--- config.mk ---
export PLATFORM = sky130hd
export DESIGN_NAME = bsu16_queue
export DESIGN_NICKNAME = d
export VERILOG_FILES = /design/src/bsu16_pkg.sv /design/src/bsu16_queue.sv
export VERILOG_INCLUDE_DIRS = /design/src /design/src/src
export SDC_FILE = /design/constraint.sdc
export NUM_CORES = 1
export LEC_CHECK = 0
export ABC_AREA = 1
export BUFFER_PORTS_ARGS = -buffer_cell sky130_fd_sc_hd__buf_2
export CORE_MARGIN = 2
export CORE_UTILIZATION = 27
export CTS_CLUSTER_DIAMETER = 80
export DETAILED_ROUTE_END_ITERATION = 10
export MAX_ROUTING_LAYER = met4
export PLACE_DENSITY = 0.54
export SLEW_MARGIN = 10
export SYNTH_ARGS = -nofsm -noshare
export SYNTH_HDL_FRONTEND = slang
export SYNTH_SLANG_ARGS = --single-unit
--- constraint.sdc ---
create_clock -name clk -period 3.1 [get_ports clk]
set_clock_uncertainty 0.1 [all_clocks]
set_input_delay 0.155 -clock clk [delete_from_list [all_inputs] [get_ports clk]]
set_output_delay 0.155 -clock clk [all_outputs]
set_load 0.02 [all_outputs]
--- src/bom_sniff_utf8_to_utf16_decoder_defines.svh ---
// assertion macros shared by the decoder rtl
`ifndef BOM_SNIFF_UTF8_TO_UTF16_DECODER_DEFINES_SVH
`define BOM_SNIFF_UTF8_TO_UTF16_DECODER_DEFINES_SVH
`ifndef ASSERT_OFF
`define BSU_ASSERT(lbl, prop, msg) \
    lbl: assert property (@(posedge clk) disable iff (!rst_n) prop) else $error(msg);
`define BSU_ASSERT_ALWAYS(lbl, prop, msg) \
    lbl: assert property (@(posedge clk) prop) else $error(msg);
`else
`define BSU_ASSERT(lbl, prop, msg)
`define BSU_ASSERT_ALWAYS(lbl, prop, msg)
`endif
`endif

--- src/bsu16_pkg.sv ---
// shared types and constants of the bom sniffing utf-8 to utf-16 decoder
package bsu16_pkg;

    localparam int MaxResults = 3;
    localparam int QueueDepth = 4;
    localparam int QueueCntW  = $clog2(QueueDepth + 1);
    localparam int ResCntW    = $clog2(MaxResults + 1);

    typedef enum logic [2:0] {
        PH_DETECT,
        PH_UTF8,
        PH_U16N,
        PH_U16S,
        PH_SWALLOW
    } phase_t;

    localparam logic [1:0] ENC_UTF8 = 2'd0;
    localparam logic [1:0] ENC_U16N = 2'd1;
    localparam logic [1:0] ENC_U16S = 2'd2;

    localparam logic [1:0] END_INPUT = 2'd0;
    localparam logic [1:0] END_ZERO  = 2'd1;
    localparam logic [1:0] END_TRUNC = 2'd2;

    typedef struct packed {
        phase_t      phase;
        logic [15:0] hdr;
        logic [1:0]  hdr_cnt;
        logic [15:0] acc;
        logic [2:0]  rem;
        logic [7:0]  held;
        logic        held_valid;
    } dec_state_t;

    localparam dec_state_t StateInit = '{
        phase:      PH_DETECT,
        hdr:        16'd0,
        hdr_cnt:    2'd0,
        acc:        16'd0,
        rem:        3'd0,
        held:       8'd0,
        held_valid: 1'b0
    };

    typedef struct packed {
        logic [15:0] code_unit;
        logic        unit_valid;
        logic        last;
        logic [1:0]  end_reason;
        logic [1:0]  encoding_found;
    } result_t;

    typedef struct packed {
        logic [ResCntW-1:0]         n;
        result_t [MaxResults-1:0]   res;
    } step_res_t;

endpackage

--- src/bsu16_queue.sv ---
// shift-register result queue, takes up to three results at once, gives one a cycle when popped
`include "bom_sniff_utf8_to_utf16_decoder_defines.svh"
module bsu16_queue
    import bsu16_pkg::*;
(
    input  logic      clk,
    input  logic      rst_n,
    input  logic      push_en,
    input  step_res_t push,
    input  logic      pop,
    output result_t   head,
    output logic      not_empty,
    output logic      room
);

    result_t [QueueDepth-1:0] q_reg;
    result_t [QueueDepth-1:0] q_next;
    logic [QueueCntW-1:0]     count_reg;
    logic [QueueCntW-1:0]     count_next;
    logic [QueueCntW-1:0]     base;

    assign head      = q_reg[0];
    assign not_empty = (count_reg != '0);
    // room for one waiting result plus a full burst from the next item
    assign room      = (count_reg <= QueueCntW'(QueueDepth - MaxResults));

    always_comb
    begin
        q_next = q_reg;
        if (pop)
        begin
            for (int i = 0; i < QueueDepth - 1; i++)
                q_next[i] = q_reg[i+1];
        end
        base = count_reg - QueueCntW'(pop);
        for (int i = 0; i < QueueDepth; i++)
        begin
            for (int k = 0; k < MaxResults; k++)
            begin
                if (push_en && ResCntW'(k) < push.n &&
                    (base + QueueCntW'(k)) == QueueCntW'(i))
                    q_next[i] = push.res[k];
            end
        end
        count_next = base + (push_en ? QueueCntW'(push.n) : '0);
    end

    always_ff @(posedge clk or negedge rst_n)
    begin
        if (!rst_n)
            count_reg <= '0;
        else
            count_reg <= count_next;
    end

    always_ff @(posedge clk)
    begin
        q_reg <= q_next;
    end

    `BSU_ASSERT(a_count_bound, count_reg <= QueueCntW'(QueueDepth),
        "result queue count beyond depth")
    `BSU_ASSERT(a_pop_drains,
        (pop && (!push_en || push.n == '0))
            |=> count_reg == QueueCntW'($past(count_reg) - QueueCntW'(1)),
        "pop without push did not drop count by one")
    `BSU_ASSERT_ALWAYS(a_reset_empty, !rst_n |=> count_reg == '0,
        "result queue not empty after reset")

endmodule

==> results.tsv, run 1 <==
stage	metric	value	unit
finish	num_antenna_cells	0	
critical_path	endpoint_kind	register	
clock_tree	clk_transition_reported_paths	0.07	ns
global_route	grt_pass1_vias	5626	
clock_tree	cts_root_buf	clkbuf_16	
finish	fin_nets	1012	
timing	rsz0062_at_grt	false	
drt	antenna_left	0	
finish	syn_to_final_growth	16.2	%
finish	drive_gt1_share	18.1	%
placed_design	io_buffers	95	
die	die_w	157	um
global_route	globalRoute.totalOverflow	0	
drt	drt-initial-drc-count	633	
pwr	power.switching	2.78	mW
drt	routed_wl	21400	um
clock_tree	clock_path_buffers	2	
pwr	p_leak	3.39	nW
critical_path	crit_path_start_kind	register	
die	fp.dieH	157	um
timing	tightest_slew	0.873	ns
finish	multi_input_area	2830	um^2
synth	synth_top_cells_by_area	edfxtp_1, nand2_1, nand4_1, nand3_1, inv_1	
drt	vias	6013	
job	max-cap-violations	0	
drt	drc_errors	0	
synth	synthFlopType	edfxtp_1	
timing	period_share	90.4	%
synth	syn_inst	871	
critical_path	arrival	2.90	ns
finish	regArea	2720	um^2
die	design.core.area	23300	um^2
pwr	pwr-share-clk	17.4	%
drt	wire_per_inst	17.0	um
synth	ys_types	27	
synth	synth_edf_count	88	
finish	largest_reg_flops	66	
synth	synth_commonest_cells	nand2_1, edfxtp_1, inv_1, nand3_1, nand4_1	
outcome	outcome	complete, no violations	
die	start_util	27.2	%
pwr	comb_power_share	47.8	%
die	die_area	24700	um^2
pwr	powerDensity	882	nW/um^2
global_route	grt_use_total	18.1	%
synth	yosysMostFrequentCell	nand2_1	
synth	yosys.area.top_type	edfxtp_1	
critical_path	critPathMaxFanout	22	
clock_tree	clk_latency	0.36	ns
die	num_rows	56	
pwr	peakVddDrop	0.294	mV
placed_design	globalplace.congestion	0.816	
clock_tree	clock_sinks	91	
synth	avgSynthCellArea	7.27	um^2
timing	setup_viol	0	
synth	synth_top_area_share	41.8	%
timing	max-slew-margin-rel	41.5	%
timing	finalHoldViolations	0	
pwr	p_sw_share	42.9	%
global_route	antenna_found_initial	0	
finish	fillers	2534	
timing	setup_tns	0	ns
drt	first_pass_iters	5	
critical_path	regToRegStartpoint	count_reg[0]	
critical_path	crit_type	reg2reg	
synth	synth_warnings	0	
global_route	grt_max_degree	38	
placed_design	dpl.hpwl	14700	um
finish	fin_area	7360	um^2
die	design.portCount	96	
critical_path	required	3.20	ns
timing	fin_crit	2.80	ns
placed_design	placed_area	7060	um^2
synth	ys_async_sr_fraction	3.30	%
synth	ys_seq_area_share	42.9	%
synth	synth_fp_nets	948	
synth	synth_area	6330	um^2
synth	ys_ff_latch	91	
hold_path	min_path_type	in2async	
clock_tree	cts_tree	built	
clock_tree	htree_num_levels	3	
clock_tree	numCtsBuffers	9	
timing	fmax	357	MHz
critical_path	startpoint	count_reg[0]	
timing	drv_slew	0	
drt	viasPerCell	4.78	
global_route	grt_first_pass_wirelength	32700	um
pwr	pwr-share-seq	34.8	%
pwr	p_int	3.70	mW
pwr	finalPower	6.49	mW
-- kinds of logic (layout without fill, tap and decap cells) --
| kind of cell | count (synthesis) | after routing | synth area share, % |
|---|---|---|---|
| and+or+nand+nor | 537 | 537 | 37.6 |
| buffers and inverters | 169 | 238 | 12.3 |
| DFF | 91 | 91 | 42.9 |
| AOI/OAI and AO/OA | 68 | 68 | 5.85 |
| adders and majority gates | 5 | 5 | 1.11 |
| xor gates and xnor gates | 1 | 1 | 0.138 |
-- area by class of cell --
| class | instances | share of cell area [%] |
|---|---|---|
| Inverter | 89 | 4.54 |
| Multi-Input combinational cell | 611 | 38.5 |
| Clock inverter | 6 | 0.765 |
| Sequential cell | 91 | 36.9 |
| Timing Repair Buffer | 133 | 10.7 |
| Clock buffer | 10 | 3.11 |
| Tap cell | 319 | 5.43 |
-- layout by cell type, fill, tap and decap left out, types with 2 or more instances in the layout --
master     netlist  routed
a31oi_1         22      22
buf_12           0       2
buf_2           40      95
buf_4           25      35
clkbuf_16        0       9
clkinv_2         0       3
dfrtp_1          3       3
edfxtp_1        88      88
ha_1             4       4
inv_1           83      83
inv_2            6       6
nand2_1        341     341
nand2_2          4       4
nand3_1         72      72
nand3_2          4       4
nand4_1         64      64
nor2_1          27      27
nor2_4           3       3
o21ai_0         27      27
o21ai_1         17      17
o22ai_1          2       2
or2_0            7       7
or2_1            8       8
or2_2            6       6
-- worst max-delay path, stage by stage (launching register included) --
cell and delay, ns:
dfrtp_1 0.32, inv_1 0.05, ha_1 0.18, ha_1 0.19, inv_1 0.05, nand2_1 0.05, nand2_2 0.24, inv_2 0.08
ha_1 0.33, nor2_4 0.15, nand2_2 0.20, inv_2 0.44, nand2_1 0.10, a31oi_1 0.17
-- metrics by stage --
stage	worst slack (ns)	std cells	hold WS (ns)	util, %
finish	0.298	1259	0.0222	31.6
global route	0.0561	1259	0.0405	31.6
CTS	0.304	1259	0.0163	31.6
detailed placement	0.322	1242	-0.142	30.4
global placement	0.371	1242	-0.143	30.4
floorplan	0.0804	871	-0.241	-
-- power by group through the flow --
| stage | sequential [mW] | combinational, mW | clock, mW |
|---|---|---|---|
| 2_1_floorplan | 2.27 | 2.26 | 0 |
| 3_3_place_gp | 2.28 | 3.06 | 0 |
| 3_5_place_dp | 2.29 | 3.08 | 0 |
| 4_1_cts | 2.26 | 3.09 | 1.14 |
| 5_1_grt | 2.30 | 3.49 | 1.18 |
| 6_report | 2.26 | 3.10 | 1.13 |
-- final timing paths --
check	depth (start not counted)	endpoint	slack, ns
worst max-delay path	13	q_reg[87]	0.30
worst min-delay path	2	count_reg[2]	0.02
worst max register to register	13	q_reg[87]	0.30
worst min register to register	4	head[2]	0.51
max in group asynchronous	2	count_reg[0]	2.77
min in group clk	3	head[4]	0.03
-- what timing repair did --
action,CTS,global route
endpoints found under the hold margin,3,0
hold buffers,1,0
setup buffers,0,0
gates resized for setup,0,0
-- per-layer routing --
layer | share of wire [%] | up-vias | global-route usage [%] | wire (um)
met5 | 0 | - | - | 0
met3 | 6.0 | 29 | 2.97 | 1270
met4 | 1.8 | 0 | 5.97 | 388
met2 | 45 | 226 | 27.2 | 9530
met1 | 48 | 2778 | 24.9 | 10200
li1 | - | 2980 | - | -
Note: power is estimated with default switching activity, not from simulation.
==> run 2: changes to the inputs <==
--- a/config.mk
+++ b/config.mk
@@ -10,6 +10,7 @@
 export BUFFER_PORTS_ARGS = -buffer_cell sky130_fd_sc_hd__buf_2
 export CORE_MARGIN = 2
 export CORE_UTILIZATION = 27
+export CTS_BUF_LIST = sky130_fd_sc_hd__clkbuf_8
 export CTS_CLUSTER_DIAMETER = 80
 export DETAILED_ROUTE_END_ITERATION = 10
 export MAX_ROUTING_LAYER = met4
==> run 2 against run 1 <==
  * Power fell by 4.2%
  * Die area did not move
  * Final area rose by 0.66%
  * Register-to-register slack barely moved
  * Non-clock buffer count rose by 15
  * Critical path depth did not move
  * Hold slack got worse by 0.016 ns
  * Cell count rose by 1.2%
  * Clock power fell by 26%
  * Fmax barely moved
  * First-iteration DRC count fell by 4.1%
  * Critical path type unchanged
  * Largest cell class unchanged
==> results.tsv, run 2 (synthesis results as in run 1) <==
stage	metric	value	unit	change
outcome	outcome	complete, no violations		unchanged
global_route	antenna_found_initial	0		unchanged
pwr	pwr-share-seq	36.3	%	was 34.8%
timing	rsz0062_at_grt	false		unchanged
drt	antenna_left	0		unchanged
clock_tree	cts_tree	built		unchanged
critical_path	path_cells	inv_1 -> ha_1 -> ha_1 -> inv_1 -> nand2_1 -> nand2_2 -> inv_2 -> ha_1 -> nor2_4 -> nand2_2 -> inv_2 -> nand2_1 -> a31oi_1		unchanged
pwr	powerDensity	839	nW/um^2	was 882 nW/um^2
pwr	p_sw_share	44.3	%	was 42.9%
clock_tree	clk_transition_reported_paths	0.10	ns	was 0.07 ns
global_route	globalRoute.totalOverflow	0		unchanged
timing	fin_crit	2.80	ns	about the same
job	max-cap-violations	0		unchanged
finish	num_antenna_cells	0		unchanged
pwr	pwr-share-clk	13.5	%	was 17.4%
timing	drv_slew	0		unchanged
drt	first_pass_iters	5		unchanged
timing	fmax	357	MHz	about the same
placed_design	globalplace.congestion	0.816		unchanged
critical_path	crit_type	reg2reg		unchanged
die	design.portCount	96		unchanged
die	design.core.area	23300	um^2	unchanged
placed_design	preCtsSetupSlack	0.322	ns	unchanged
pwr	finalPower	6.21	mW	was 6.49 mW
finish	fin_area	7400	um^2	was 7360 um^2
drt	wire_per_inst	16.8	um	was 17.0 um
timing	period_share	90.3	%	was 90.4%
die	start_util	27.2	%	unchanged
critical_path	critPathBufInv	4		unchanged
timing	tightest_slew	0.875	ns	was 0.873 ns
placed_design	io_buffers	95		unchanged
finish	fillers	2545		was 2534
finish	regArea	2720	um^2	unchanged
drt	routed_wl	21400	um	about the same
timing	setup_viol	0		unchanged
finish	fin_nets	1027		was 1012
timing	hold_ws	0.00643	ns	was 0.0222 ns
drt	viasPerCell	4.77		was 4.78
clock_tree	cts_root_buf	clkbuf_8		was clkbuf_16
global_route	grt_max_degree	38		unchanged
critical_path	required	3.24	ns	was 3.20 ns
die	num_rows	56		unchanged
critical_path	critPathMaxStageDelay	0.44	ns	about the same
clock_tree	htree_num_levels	3		unchanged
pwr	power.switching	2.76	mW	was 2.78 mW
pwr	comb_power_share	50.3	%	was 47.8%
pwr	p_leak	3.41	nW	was 3.39 nW
finish	drive_gt1_share	17.8	%	was 18.1%
clock_tree	clk_latency	0.39	ns	was 0.36 ns
clock_tree	cts_resized	0		unchanged
timing	setup_tns	0	ns	unchanged
global_route	grt_first_pass_wirelength	32800	um	was 32700 um
global_route	grt_use_total	18.1	%	about the same
placed_design	placed_area	7060	um^2	unchanged
die	die_w	157	um	unchanged
critical_path	arrival	2.94	ns	was 2.90 ns
critical_path	crit_path_start_kind	register		unchanged
critical_path	cp_slowest_cell	inv_2		unchanged
critical_path	path_delay_family	simple AND/OR/NAND/NOR gates		unchanged
critical_path	crit_path_frequent_cell	ha_1		unchanged
drt	vias	6076		was 6013
timing	finalHoldViolations	0		unchanged
drt	drt-initial-drc-count	607		was 633
finish	mostFrequentLayoutCell	nand2_1		unchanged
timing	max-slew-margin-rel	41.4	%	was 41.5%
critical_path	critPathMaxFanout	22		unchanged
drt	drc_errors	0		unchanged
global_route	grt_pass1_vias	5674		was 5626
clock_tree	numCtsBuffers	9		unchanged
pwr	peakVddDrop	0.307	mV	was 0.294 mV
hold_path	min_path_type	in2reg		was in2async
die	fp.dieH	157	um	unchanged
die	die_area	24700	um^2	unchanged
critical_path	endpoint_kind	register		unchanged
clock_tree	clock_sinks	91		unchanged
placed_design	dpl.hpwl	14700	um	unchanged
finish	syn_to_final_growth	17.0	%	was 16.2%
finish	final_cell_mix	nand2_1, buf_2, edfxtp_1		unchanged
pwr	p_int	3.46	mW	was 3.70 mW
clock_tree	post-cts-setup-buffer-count	0		unchanged
finish	multi_input_area	2830	um^2	unchanged
clock_tree	clock_path_buffers	2		unchanged
finish	largest_reg_flops	66		unchanged
timing	fin_ws	0.300	ns	was 0.298 ns
==> run 2: changes by cell type in the layout (fill, tap and decap cells not counted), sizes merged <==
cell         change
dlygate4sd3     +15
inv              +1
clkbuf           -1
==> run 2: what timing repair did <==
action,in CTS,in global routing
setup endpoints to repair,0,0
hold buffers,16,0
hold endpoints to repair,35,0
==> run 2: worst min-delay path, stage by stage <==
cell and delay (ns):
buf_2 0.13, nand2_1 0.06, nand2_1 0.05
==> run 2: layout make-up <==
type	instances	area share, %
multi-input combinational	611	38.2
tap	319	5.39
timing repair buffer	148	12.7
clock buffer	9	1.67
sequential	91	36.7
clock inverter	7	0.811
inverter	89	4.51
==> run 2: path summary, 6_finish.rpt <==
path,cells after the start,to,slack (ns),from
setup / recovery,13,q_reg[82],0.30,count_reg[0]
hold / removal,3,q_reg[41],0.006,push[63]
setup reg to reg,13,q_reg[82],0.30,count_reg[0]
hold reg to reg,4,head[2],0.51,q_reg[24]
max in group asynchronous,3,count_reg[0],2.21,rst_n
min in group asynchronous,3,count_reg[2],0.54,rst_n
==> run 2: power by group through the flow <==
stage	Sequential, mW	Clock, mW	Combinational, mW
after floorplan	2.27	0	2.26
after global placement	2.28	0	3.06
after detailed placement	2.29	0	3.08
after CTS	2.26	0.851	3.10
after global routing	2.30	0.895	3.50
final	2.26	0.836	3.12
==> run 2: metrics by stage <==
stage | cells | util (%)
after floorplan | 871 | -
after global placement | 1242 | 30.4
after detailed placement | 1242 | 30.4
after CTS | 1274 | 31.8
after global routing | 1274 | 31.8
final | 1274 | 31.8
==> run 2: routing by layer <==
| layer | track usage, % | routed length [um] | vias up |
|---|---|---|---|
| met5 | - | 0 | - |
| met4 | 5.63 | 365 | 0 |
| met3 | 2.97 | 1300 | 29 |
| met2 | 27.4 | 9530 | 207 |
| met1 | 24.8 | 10200 | 2835 |
| li1 | - | - | 3005 |
